<file path="src/sv/wlq_pkg.sv">
// Shared types and constants for the three-channel windowed level qualifier.
`timescale 1ns / 1ps

package wlq_pkg;

	// Number of qualified channels: bit0 sods, bit1 soe, bit2 lo
	localparam int unsigned NumCh = 3;

	// Window counter and length width
	localparam int unsigned WinW = 16;

	// Per-channel high-sample counter width
	localparam int unsigned CntW = 17;

	// Product width for 10 * count against 9 * length
	localparam int unsigned ProdW = CntW + 4;

	// One result beat
	typedef struct packed {
		logic [NumCh-1:0] levels;
		logic             window_done;
		logic             changed_now;
		logic             change_pending;
	} result_t;

endpackage

</file>
<file path="src/sv/wlq_obuf.sv">
// Two-entry result buffer that decouples the qualifier core from a stalled receiver.
`timescale 1ns / 1ps

module wlq_obuf (
	input  logic            clk,
	input  logic            arst_n,
	input  logic            push,
	input  wlq_pkg::result_t d,
	output logic            space,
	output logic            out_valid,
	input  logic            out_ready,
	output wlq_pkg::result_t q
);

	wlq_pkg::result_t head_q;
	wlq_pkg::result_t tail_q;
	logic [1:0]       cnt_q;
	logic             pop;

	// Occupancy decode
	assign space     = (cnt_q != 2'd2);
	assign out_valid = (cnt_q != 2'd0);
	assign q         = head_q;
	assign pop       = out_valid & out_ready;

	// Track occupancy
	always_ff @(posedge clk or negedge arst_n) begin
		if (!arst_n) begin
			cnt_q <= 2'd0;
		end else begin
			priority if (push && !pop) begin
				cnt_q <= cnt_q + 2'd1;
			end else if (pop && !push) begin
				cnt_q <= cnt_q - 2'd1;
			end
		end
	end

	// Load head from the incoming beat or advance the tail into it
	always_ff @(posedge clk) begin
		priority if (push && ((cnt_q == 2'd0) || ((cnt_q == 2'd1) && pop))) begin
			head_q <= d;
		end else if (pop && (cnt_q == 2'd2)) begin
			head_q <= tail_q;
		end
		if (push && (cnt_q == 2'd1) && !pop) begin
			tail_q <= d;
		end
	end

	a_cnt_bound: assert property (@(posedge clk) disable iff (!arst_n)
		cnt_q != 2'd3)
		else $error("result buffer occupancy out of range");

	a_tail_advance: assert property (@(posedge clk) disable iff (!arst_n)
		(cnt_q == 2'd2) && pop |=> head_q == $past(tail_q))
		else $error("held beat not advanced to head");

	a_empty_load: assert property (@(posedge clk) disable iff (!arst_n)
		(cnt_q == 2'd0) && push |=> (cnt_q == 2'd1) && (head_q == $past(d)))
		else $error("beat into empty buffer not presented");

endmodule

</file>
<file path="src/sv/windowed_level_qualifier_3ch.sv">
// Top level of the three-channel windowed level qualifier with its APB register port.
//
// Usage:
//   Input channel (in_valid/in_ready) carries one beat per tick: action = 0 is a
//   sample of the sods, soe and lo pins, action = 1 acknowledges and clears the
//   sticky change flag. Each enabled channel counts high samples over a window of
//   window_length + 1 ticks; at the close a channel is qualified high when
//   10 * count > 9 * window_length.
//   Output channel (out_valid/out_ready) returns exactly one beat per input beat:
//   the qualified levels, window_done, changed_now and change_pending.
//   Each result is registered in the result buffer and reaches out_valid behind any
//   results held there; throughput is one beat per cycle while out_ready stays high.
//   A two-entry result buffer keeps in_ready high while one result waits, so the
//   input stalls only when two results are held by a stalled receiver.
//   Reset clears counters, levels and the sticky flag and loads window_length = 100
//   and channel_enable = 7. Registers: window_length at 0x0, channel_enable at 0x4.
`timescale 1ns / 1ps

module windowed_level_qualifier_3ch (
	input  logic        clk,
	input  logic        arst_n,
	// APB register port
	input  logic        psel,
	input  logic        penable,
	input  logic        pwrite,
	input  logic [2:0]  paddr,
	input  logic [31:0] pwdata,
	output logic [31:0] prdata,
	output logic        pready,
	// Input channel
	input  logic        in_valid,
	output logic        in_ready,
	input  logic        action,
	input  logic        sods_pin,
	input  logic        soe_pin,
	input  logic        lo_pin,
	// Output channel
	output logic        out_valid,
	input  logic        out_ready,
	output logic        sods_level,
	output logic        soe_level,
	output logic        lo_level,
	output logic        window_done,
	output logic        changed_now,
	output logic        change_pending
);

	localparam int unsigned NumCh = wlq_pkg::NumCh;
	localparam int unsigned WinW  = wlq_pkg::WinW;
	localparam int unsigned CntW  = wlq_pkg::CntW;
	localparam int unsigned ProdW = wlq_pkg::ProdW;

	localparam logic RegWindowLength  = 1'b0;
	localparam logic RegChannelEnable = 1'b1;

	localparam logic [WinW-1:0]  LenReset = 16'd100;
	localparam logic [NumCh-1:0] EnReset  = 3'b111;

	localparam logic ActSample = 1'b0;
	localparam logic ActAck    = 1'b1;

	logic [WinW-1:0]  window_length_q;
	logic [NumCh-1:0] channel_enable_q;
	logic [WinW-1:0]  window_count_q;
	logic [CntW-1:0]  high_count_q [NumCh];
	logic [NumCh-1:0] levels_q;
	logic             sticky_q;

	logic             cfg_wr;
	logic             accept;
	logic             sample;
	logic             close;
	logic [NumCh-1:0] pins;
	logic [CntW-1:0]  count_nx [NumCh];
	logic [NumCh-1:0] qual;
	logic [ProdW-1:0] len_x9;
	logic             chg;
	wlq_pkg::result_t res;
	wlq_pkg::result_t res_out;

	// Register port
	assign pready = 1'b1;
	assign cfg_wr = psel & penable & pwrite;

	always_ff @(posedge clk or negedge arst_n) begin
		if (!arst_n) begin
			window_length_q  <= LenReset;
			channel_enable_q <= EnReset;
		end else if (cfg_wr) begin
			unique case (paddr[2])
				RegWindowLength:  window_length_q  <= pwdata[WinW-1:0];
				RegChannelEnable: channel_enable_q <= pwdata[NumCh-1:0];
				default: ;
			endcase
		end
	end

	always_comb begin
		unique case (paddr[2])
			RegWindowLength:  prdata = {{(32-WinW){1'b0}}, window_length_q};
			RegChannelEnable: prdata = {{(32-NumCh){1'b0}}, channel_enable_q};
			default:          prdata = '0;
		endcase
	end

	// Qualify: bump enabled counts and compare 10 * count against 9 * length
	assign accept = in_valid & in_ready;
	assign sample = accept & (action == ActSample);
	assign pins   = {lo_pin, soe_pin, sods_pin};
	assign close  = (window_count_q >= window_length_q);
	assign len_x9 = ({{(ProdW-WinW){1'b0}}, window_length_q} << 3)
	              + {{(ProdW-WinW){1'b0}}, window_length_q};

	always_comb begin
		logic [ProdW-1:0] cnt_x10;
		for (int i = 0; i < NumCh; i++) begin
			cnt_x10 = '0;
			if (channel_enable_q[i] && pins[i] && (high_count_q[i] != {CntW{1'b1}})) begin
				count_nx[i] = high_count_q[i] + {{(CntW-1){1'b0}}, 1'b1};
			end else begin
				count_nx[i] = high_count_q[i];
			end
			cnt_x10 = ({{(ProdW-CntW){1'b0}}, count_nx[i]} << 3)
			        + ({{(ProdW-CntW){1'b0}}, count_nx[i]} << 1);
			qual[i] = (cnt_x10 > len_x9);
		end
	end

	assign chg = close & (qual != levels_q);

	// Advance window state on each accepted sample beat; an acknowledge clears the sticky flag
	always_ff @(posedge clk or negedge arst_n) begin
		if (!arst_n) begin
			window_count_q <= '0;
			levels_q       <= '0;
			sticky_q       <= 1'b0;
			for (int i = 0; i < NumCh; i++) begin
				high_count_q[i] <= '0;
			end
		end else if (accept) begin
			if (action == ActAck) begin
				sticky_q <= 1'b0;
			end else if (close) begin
				window_count_q <= '0;
				levels_q       <= qual;
				if (chg) begin
					sticky_q <= 1'b1;
				end
				for (int i = 0; i < NumCh; i++) begin
					high_count_q[i] <= '0;
				end
			end else begin
				window_count_q <= window_count_q + {{(WinW-1){1'b0}}, 1'b1};
				for (int i = 0; i < NumCh; i++) begin
					high_count_q[i] <= count_nx[i];
				end
			end
		end
	end

	// Build the result beat for this item
	always_comb begin
		res = '0;
		if (action == ActAck) begin
			res.levels         = levels_q;
			res.change_pending = sticky_q;
		end else begin
			res.levels         = close ? qual : levels_q;
			res.window_done    = close;
			res.changed_now    = chg;
			res.change_pending = sticky_q | chg;
		end
	end

	wlq_obuf u_obuf (
		.clk       (clk),
		.arst_n    (arst_n),
		.push      (accept),
		.d         (res),
		.space     (in_ready),
		.out_valid (out_valid),
		.out_ready (out_ready),
		.q         (res_out)
	);

	assign sods_level     = res_out.levels[0];
	assign soe_level      = res_out.levels[1];
	assign lo_level       = res_out.levels[2];
	assign window_done    = res_out.window_done;
	assign changed_now    = res_out.changed_now;
	assign change_pending = res_out.change_pending;

	a_ack_clears: assert property (@(posedge clk) disable iff (!arst_n)
		accept && (action == ActAck) |=> !sticky_q)
		else $error("acknowledge did not clear sticky flag");

	a_close_clears: assert property (@(posedge clk) disable iff (!arst_n)
		sample && close |=> (window_count_q == '0) && (high_count_q[0] == '0)
			&& (high_count_q[1] == '0) && (high_count_q[2] == '0))
		else $error("window close did not clear counters");

	a_count_holds: assert property (@(posedge clk) disable iff (!arst_n)
		!sample |=> $stable(window_count_q) && $stable(levels_q))
		else $error("window state moved without a sample");

endmodule

</file>
<file path="config.mk">
export PLATFORM = sky130hd
export DESIGN_NAME = windowed_level_qualifier_3ch
export DESIGN_NICKNAME = d
export VERILOG_FILES = /design/src/sv/wlq_pkg.sv /design/src/sv/wlq_obuf.sv /design/src/sv/windowed_level_qualifier_3ch.sv
export SDC_FILE = /design/constraint.sdc
export NUM_CORES = 1
export LEC_CHECK = 0
export CORE_ASPECT_RATIO = 1.25
export CORE_MARGIN = 5
export CORE_UTILIZATION = 25
export DETAILED_ROUTE_END_ITERATION = 16
export DONT_BUFFER_PORTS = 1
export HOLD_SLACK_MARGIN = 0.15
export SYNTH_ARGS = -nofsm -noshare
export SYNTH_HDL_FRONTEND = slang
export SYNTH_SLANG_ARGS = --single-unit
</file>
<file path="constraint.sdc">
create_clock -name clk -period 5.75 [get_ports clk]
set_input_delay 0.575 -clock clk [delete_from_list [all_inputs] [get_ports clk]]
set_output_delay 0.575 -clock clk [all_outputs]
set_load 0.005 [all_outputs]
</file>
==> Yosys cells after proc, flatten, opt, wreduce, memory -nomap -nowiden <==
Cells that the tools add are included.
{ "totals": {"in_bits": 46, "ff_bits": 104, "wordCells": 89} }
{ "classes": {"n_lt_le_gt_ge": 4, "muxes": 17, "n_addsub": 10, "reduce_logical": 26, "n_eq_ne": 7, "bitwise_logic": 8} }
{ "ops": {"columns": ["operator", "count"], "rows": [
  ["case mux 32 bit (2 select lines)", 1],
  ["adder 20 x 18 -> 21 bit", 3],
  ["greater-than comparator 21 x 20 -> 1 bit", 3],
  ["adder 17 x 1 -> 17 bit, second input constant", 3],
  ["two-way mux 17 bit", 3],
  ["two-way mux 51 bit", 1],
  ["!= test 17 bit, second input constant", 3],
  ["adder 19 x 16 -> 20 bit", 1],
  ["adder 16 x 1 -> 16 bit, second input constant", 1],
  [">= comparator 16 bit", 1],
  ["two-way mux 16 bit", 1],
  ["logical AND 1 bit", 13],
  ["two-way mux 6 bit", 2],
  ["nonzero test 2 bit", 5],
  ["two-way mux 2 bit", 3],
  ["two-way mux 3 bit", 2],
  ["AND reduction 2 bit", 3],
  ["bitwise AND 1 bit", 5],
  ["two-way mux 1 bit", 4],
  ["!= test 3 bit", 1],
  ["AND reduction 3 bit", 1],
  ["adder 2 x 1 -> 2 bit, second input constant", 1],
  ["equality test 2 x 1 -> 1 bit, second input constant", 1],
  ["equality test 2 bit, second input constant", 1],
  ["other kinds (7)", 9]
]} }

==> Depth between registers and ports, before layout <==
Gate-level depths: netlist of run 1.
{ "logic_depth": {"ltp_word": 10, "ltp_mapped": 29, "ltp_nobuf": 29} }

==> By module <==
From an unflattened synthesis of run 1, not the netlist that was laid out.
{ "hier_totals": {"hier_cells": 1182, "hier_area_um2": 10142.2} }
{ "modules_own_cells": {"columns": ["mod", "area_each_um2", "instances", "cells_each"], "rows": [
  ["windowed_level_qualifier_3ch", 9435.3, 1, 1129],
  ["wlq_obuf", 706.9, 1, 53]
]} }

==> Least setup slack after synthesis of run 1 <==
Ideal clock, no wire load.
{ "synth_timing": {"path_kind": "register to register", "startpoint": "reg high_count_q[26] in the netlist's numbering", "endpoint": "reg u_obuf.head_q, in the netlist u_obuf.q[4] (data pin)", "path_slack_ps": -102, "required_ps": 5490, "stages_incl_launch_ff": 28, "setup_ps": 260, "arrival_ps": 5592, "path_cell_list": "dfrtp_1 -> and3_1 -> and3_1 -> nand2_1 -> nor4_1 -> ha_1 -> nand3b_4 -> nor2_1 -> and3_1 -> and3_1 -> and2_1 -> nand2_1 -> xnor2_1 -> ha_1 -> a21oi_1 -> o211ai_1 -> a22oi_1 -> a21oi_1 -> or3_1 -> xor2_1 -> ha_1 -> a2111oi_0 -> o21ai_0 -> a21oi_1 -> a31oi_1 -> a31o_2 -> mux2_2 -> mux2_2"} }
{ "synth_rtl": {"columns": ["item", "line", "source"], "rows": [
  ["from (decl)", "windowed_level_qualifier_3ch.sv:65", "logic [CntW-1:0] high_count_q [NumCh];"],
  ["from (signal, indexed assignment)", "windowed_level_qualifier_3ch.sv:155", "high_count_q[i] <= count_nx[i];"],
  ["to (signal assigned)", "wlq_obuf.sv:44", "head_q <= tail_q;"],
  ["to (decl)", "wlq_obuf.sv:15", "wlq_pkg::result_t head_q;"]
]} }

==> results.sh, run 1 <==
export IMPL_syn2layout_area_growth_pct=27.11
export IMPL_crit_type="reg -> reg"
export IMPL_status="completed"
export IMPL_cp_slowest_stage_delay_ns=0.39
export IMPL_grt_usage=0.1276
export IMPL_vdd_ir_drop_max_mv=0.1744
export IMPL_ant_nets=0
export IMPL_synth_flop_cell="dfrtp_1"
export IMPL_fillers=4115
export IMPL_die_height_um=233.7
export IMPL_clock_latency_ns=0.37
export IMPL_grt_max_degree=93
export IMPL_synth_edf_count=12
export IMPL_rsz0062_at_grt="yes"
export IMPL_relSlewSlack=0.3402
export IMPL_clkSinkCount=104
export IMPL_worst_pin_slew_ns=0.9887
export IMPL_use_met1=0.1588
export IMPL_antenna_found_initial=0
export IMPL_yosysMostFrequentCell="nand2_1"
export IMPL_postLayoutCellArea_mm2=0.01272
export IMPL_synth_area_leader_cell="dfrtp_1"
export IMPL_cp_data_arrival_time_ns=5.74
export IMPL_min_period_over_period=0.9762
export IMPL_io_pin_count=87
export IMPL_num_rows=82
export IMPL_synthTopCellsByCount="nand2_1 (145), ha_1 (142), dfrtp_1 (86), nor2_1 (84), o21ai_0 (80)"
export IMPL_portBuffers=0
export IMPL_drt_iter0_drc=528
export IMPL_drt_pass1_iter_count=5
export IMPL_maxCapViolations=0
export IMPL_num_vias=9116
export IMPL_synth_seq_cells=104
export IMPL_start_util=0.2514
export IMPL_ys_warn_count=0
export IMPL_numCtsBuffers=9
export IMPL_drv_slew=0
export IMPL_finalSetupViolCount=0
export IMPL_placed_area_mm2=0.01162
export IMPL_grt_ovfl_total=0
export IMPL_ctsRootBufferMaster="clkbuf_16"
export IMPL_htreeDepth=3
export IMPL_die_x_um=188.9
export IMPL_clk_path_buf_depth=2
export IMPL_syn_cell_area_mm2=0.01001
export IMPL_critPathLaunchType="flip-flop"
export IMPL_end_kind="flip-flop"
export IMPL_remaining_drc_errors=0
export IMPL_antennaDiodeCount=0
export IMPL_gp_congestion=0.8491
export IMPL_drive_gt1_frac=0.2513
export IMPL_hold_viol_final=0
export IMPL_setup_tns_ns=0
export IMPL_wl_um=29050
export IMPL_top_usage_layer="met2"
export IMPL_synthDistinctLibCells=71
export IMPL_min_delay_path_class="in -> reg"
export IMPL_dp_hpwl_um=21730
export IMPL_clock_skew_ns=0.01127
export IMPL_cts_tree="yes"
export IMPL_wire_per_inst_um=15.78
export IMPL_fin_crit_ns=5.613
export IMPL_cp_slowest_cell="or3_4"
export IMPL_die_area_mm2=0.04415
export IMPL_synth_avg_cell_area_um2=8.574
export IMPL_yosysTopAreaCellShare=0.2151
export IMPL_met2_usage=0.2251
export IMPL_ys_seq_area_frac=0.2669
export IMPL_cellPowerDensity_mw_per_mm2=274.9
export IMPL_use_met3=0.02212
export IMPL_core_area_mm2=0.03981
export IMPL_p_leak_nw=6.318
export IMPL_grt_pass1_vias=9011
export IMPL_synthCells=1167
export IMPL_grt_pass1_wl_um=45850
export IMPL_crit_fanout=8
export IMPL_vias_per_cell=4.952
export IMPL_clkTransAtPathRegs_ns=0.08
export IMPL_synthArstFlopShare=0.8846
export IMPL_layout_nets=1524
export IMPL_synth_area_leaders="dfrtp_1 (22%), ha_1 (18%), xnor2_1 (6.0%), nand2_1 (5.4%), o21ai_0 (4.0%)"
export IMPL_timing_fmax_mhz=178.2
export IMPL_required_ns=5.87
sequential cells by signal, indices dropped and copies added, names as in the netlist:
register          count
high_count_q         51
window_count_q       16
window_length_q      16
u_obuf.q              6
u_obuf.tail_q         6
channel_enable_q      3
levels_q              3
u_obuf.cnt_q          2
sticky_q              1
cell usage in the layout (no fill, tap or decap), types with 7 or more instances in the layout:
| cell type | Yosys | layout |
|---|---|---|
| buf_4 | 17 | 171 |
| nand2_1 | 145 | 137 |
| ha_1 | 142 | 135 |
| dfrtp_1 | 86 | 86 |
| nor2_1 | 84 | 75 |
| o21ai_0 | 80 | 71 |
| xnor2_1 | 69 | 53 |
| a21oi_1 | 61 | 51 |
| inv_1 | 50 | 50 |
| nand3_1 | 43 | 41 |
| xor2_1 | 43 | 40 |
| a21o_1 | 27 | 27 |
| mux2_2 | 29 | 27 |
| nand4_1 | 21 | 21 |
| nor3_1 | 27 | 19 |
| and3_1 | 21 | 17 |
| conb_1 | 2 | 17 |
| xnor2_2 | 0 | 15 |
| a22o_1 | 15 | 15 |
| edfxtp_1 | 12 | 12 |
| nand2b_1 | 12 | 11 |
| o21ai_1 | 1 | 10 |
| o21a_1 | 10 | 10 |
| and2_1 | 11 | 10 |
| a31oi_1 | 13 | 10 |
| a21oi_2 | 0 | 9 |
| o21bai_1 | 9 | 9 |
| o211ai_1 | 9 | 9 |
| clkbuf_16 | 0 | 9 |
| a211oi_1 | 14 | 8 |
| o31ai_1 | 8 | 8 |
| a211oi_2 | 1 | 7 |
| nor2b_1 | 7 | 7 |
report_power, final:
group / total (mW) / leakage [nW] / internal (mW) / switching [mW]
combinational: 1.85 / 4.85 / 0.748 / 1.10
sequential: 0.999 / 1.33 / 0.876 / 0.123
clock: 0.650 / 0.140 / 0.346 / 0.303
total: 3.50 / 6.32 / 1.97 / 1.53
critical path: cells and delay by family, from the launching register on:
kind / cells / cell delay (ns)
and+or+nand+nor: 9 / 1.61
muxes: 2 / 0.52
buffers and inverters: 2 / 0.30
DFF: 1 / 0.37
adders and majority gates: 3 / 0.86
AOI/OAI and AO/OA: 8 / 1.34
xor gates and xnor gates: 2 / 0.36
cells by family (layout without fill, tap and decap cells):
group / Yosys count / after routing / synth area share
AO/OA/AOI/OAI: 278 / 278 / 0.1776
XOR/XNOR: 113 / 113 / 0.1008
adder cells (fa/ha/maj): 146 / 146 / 0.1856
buffers and inverters: 88 / 243 / 0.03951
flip-flops: 104 / 104 / 0.2668
multiplexers: 31 / 31 / 0.03464
other: 2 / 17 / 0.0007506
AND/OR/NAND/NOR: 405 / 405 / 0.1943
per-layer routing:
metal	share of wire	routed length, um	up-vias
met3	0.043	1248	32
met1	0.44	12700	4409
met4	0.024	691	0
met2	0.50	14420	162
met5	0	0	-
li1	-	-	4513
layout make-up:
cell class	instances	area, um^2	area share
Multi-Input combinational cell	990	7565	0.5948
Clock inverter	5	62.56	0.004919
Inverter	50	187.7	0.01476
Timing Repair Buffer	177	1366	0.1074
Clock buffer	11	236.5	0.01859
Sequential cell	104	2670	0.2099
Tap cell	504	630.6	0.04958
per-stage QoR:
step / cells / hold slack, ns / total power [mW] / setup WS, ns / util
after detailed placement: 1794 / 0.2854 / 2.733 / -0.1772 / 0.2920
final: 1841 / 0.3508 / 3.496 / 0.1368 / 0.3195
after global placement: 1794 / 0.2865 / 2.660 / -0.1481 / 0.2920
after CTS: 1816 / 0.3336 / 3.440 / 0.005372 / 0.3047
after floorplan: 1182 / 0.2794 / 2.144 / 0.02602 / -
after global routing: 1841 / 0.3388 / 3.795 / -0.1217 / 0.3195
worst paths after layout:
| path | startpoint | end | slack [ns] | cells past startpoint |
|---|---|---|---|---|
| min in group asynchronous | arst_n | high_count_q[7]$_DFFE_PN0P_ | 0.78 | 2 |
| max reg2reg | high_count_q[28]$_DFFE_PN0P_ | u_obuf.q[4]$_DFFE_PP_ | 0.14 | 26 |
| max in group asynchronous | arst_n | high_count_q[46]$_DFFE_PN0P_ | 4.57 | 2 |
| min reg2reg | u_obuf.cnt_q[0]$_DFFE_PN0P_ | u_obuf.cnt_q[0]$_DFFE_PN0P_ | 0.52 | 1 |
| min | pwdata[14] | window_length_q[14]$_DFFE_PN0P_ | 0.35 | 1 |
| max | high_count_q[28]$_DFFE_PN0P_ | u_obuf.q[4]$_DFFE_PP_ | 0.14 | 26 |
timing repair:
action / in CTS / in global routing
setup endpoints to repair: 8 / 11
endpoints found under the hold margin: 92 / 0
setup buffers: 4 / 25
gates resized for setup: 29 / 81
hold buffers: 2 / 0
pin swaps: 12 / 46
(Power assumes the default switching activity.)
==> run 2, diff against run 1 <==
- clock period: 5.75 -> 6.07 ns (I/O delays scaled with it)
==> results.sh, run 2 (synthesized netlist as in run 1, its figures left out) <==
export IMPL_min_period_over_period=0.9523
export IMPL_start_util=0.2514
export IMPL_required_ns=6.18
export IMPL_placed_area_mm2=0.01105
export IMPL_grt_pass1_vias=8767
export IMPL_die_height_um=233.7
export IMPL_clock_skew_ns=0.01845
export IMPL_timing_fmax_mhz=173.0
export IMPL_portBuffers=0
export IMPL_end_kind="flip-flop"
export IMPL_grt_pass1_wl_um=44360
export IMPL_crit_fanout=3
export IMPL_reg2regPathDepth=27
export IMPL_worst_pin_slew_ns=0.9519
export IMPL_vdd_ir_drop_max_mv=0.1683
export IMPL_htreeDepth=3
export IMPL_layout_nets=1432
export IMPL_clkSinkCount=104
export IMPL_hold_viol_final=0
export IMPL_critPathLaunchType="flip-flop"
export IMPL_die_x_um=188.9
export IMPL_p_leak_nw=5.689
export IMPL_largest_reg_flops=51
export IMPL_drt_iter0_drc=450
export IMPL_crit_type="reg -> reg"
export IMPL_numCtsBuffers=9
export IMPL_num_rows=82
export IMPL_gp_congestion=0.8273
export IMPL_drv_slew=0
export IMPL_grt_usage=0.1234
export IMPL_clkTransAtPathRegs_ns=0.08
export IMPL_wl_um=27510
export IMPL_grt_max_degree=93
export IMPL_io_pin_count=87
export IMPL_power_switching_share=0.4302
export IMPL_wire_per_inst_um=15.73
export IMPL_clock_latency_ns=0.37
export IMPL_vias_per_cell=4.973
export IMPL_cts_tree="yes"
export IMPL_cellPowerDensity_mw_per_mm2=273.6
export IMPL_num_vias=8698
export IMPL_postLayoutCellArea_mm2=0.01175
export IMPL_place_worst_setup_slack_ns=-0.07347
export IMPL_die_area_mm2=0.04415
export IMPL_finalWorstSetupSlack_ns=0.2893
export IMPL_finalSetupViolCount=0
export IMPL_min_delay_path_class="in -> async"
export IMPL_top_usage_layer="met2"
export IMPL_fin_crit_ns=5.781
export IMPL_maxCapViolations=0
export IMPL_ant_nets=0
export IMPL_final_util=0.2951
export IMPL_top_regs="high_count_q: 51 flops, window_count_q: 16 flops, window_length_q: 16 flops"
export IMPL_ctsRootBufferMaster="clkbuf_16"
export IMPL_syn2layout_area_growth_pct=17.39
export IMPL_largest_register="high_count_q"
export IMPL_relSlewSlack=0.3647
export IMPL_drive_gt1_frac=0.1679
export IMPL_antenna_found_initial=0
export IMPL_grt_ovfl_total=0
export IMPL_pwr_share_seq=0.298
export IMPL_layout_common_cells="nand2_1 (143), ha_1 (138), dfrtp_1 (84)"
export IMPL_use_met3=0.02601
export IMPL_dp_hpwl_um=21070
export IMPL_antennaDiodeCount=0
export IMPL_use_met1=0.1510
export IMPL_clk_path_buf_depth=2
export IMPL_setup_tns_ns=0
export IMPL_met2_usage=0.2185
export IMPL_worst_hold_slack_ns=0.1479
export IMPL_remaining_drc_errors=0
export IMPL_status="completed"
export IMPL_cp_data_arrival_time_ns=5.89
export IMPL_p_comb_frac=0.496
export IMPL_core_area_mm2=0.03981
export IMPL_internal_power_mw=1.831
export IMPL_pwr_share_clk=0.206
export IMPL_drt_pass1_iter_count=5
export IMPL_p_switching_mw=1.382
export IMPL_final_common_cell="nand2_1"
## run 2: power by group through the flow
stage / Clock, mW / Combinational [mW] / Sequential [mW]
final: 0.661 / 1.59 / 0.959
after global routing: 0.713 / 1.79 / 0.977
after CTS: 0.692 / 1.56 / 0.960
after detailed placement: 0 / 1.53 / 0.974
after global placement: 0 / 1.48 / 0.970
after floorplan: 0 / 1.10 / 0.932
## run 2: worst max-delay path, stage by stage (launching register included)
cell       delay, ns
dfrtp_1         0.38
and3_1          0.19
and3_4          0.19
nand2_2         0.08
nor4_2          0.04
ha_2            0.18
nand3b_4        0.16
nor2_4          0.13
and3_4          0.20
and3_4          0.19
and2_1          0.14
nand2_1         0.09
xnor2_2         0.27
ha_4            0.25
a21oi_1         0.18
o211ai_1        0.14
a22oi_2         0.26
a21oi_2         0.10
or3_4           0.38
xor2_1          0.16
ha_1            0.31
a2111oi_2       0.30
o21ai_1         0.11
a21oi_1         0.15
a31oi_2         0.14
a31o_2          0.25
mux2_2          0.28
mux2_2          0.26
## run 2: cell type report
type,instances,area (um^2)
repair buffers,85,661.9
fillers,4210,28060
flip-flops and latches,104,2673
multi-input cells,990,7269
clock inverters,4,77.57
well taps,504,630.6
inverters,50,187.7
clock buffers,12,246.5
## run 2: final timing paths
| kind | startpoint | endpoint | slack [ns] |
|---|---|---|---|
| max | high_count_q[26]$_DFFE_PN0P_ | u_obuf.q[4]$_DFFE_PP_ | 0.29 |
| max reg2reg | high_count_q[26]$_DFFE_PN0P_ | u_obuf.q[4]$_DFFE_PP_ | 0.29 |
| min reg2reg | u_obuf.cnt_q[0]$_DFFE_PN0P_ | u_obuf.cnt_q[0]$_DFFE_PN0P_ | 0.50 |
| min | arst_n | high_count_q[17]$_DFFE_PN0P_ | 0.15 |
| max in group asynchronous | arst_n | high_count_q[38]$_DFFE_PN0P_ | 5.48 |
| min in group clk | pwdata[11] | window_length_q[11]$_DFFE_PN0P_ | 0.38 |
## run 2: timing repair
item	in CTS	in global routing
endpoints found under the setup margin	7	12
buffers inserted	0	11
pin swaps	2	18
endpoints found under the hold margin	92	0
hold buffers	1	0
gates resized for setup	10	49
## run 2: metrics by stage
stage / instances / total power, mW
final: 1749 / 3.213
after global placement: 1721 / 2.448
after floorplan: 1182 / 2.031
after CTS: 1738 / 3.218
after detailed placement: 1721 / 2.506
after global routing: 1749 / 3.484
## run 2: per-layer routing
layer	vias up	routed length, um
met5	-	0
met4	0	561
met3	31	1310
met2	171	13580
met1	4156	12050
li1	4340	-
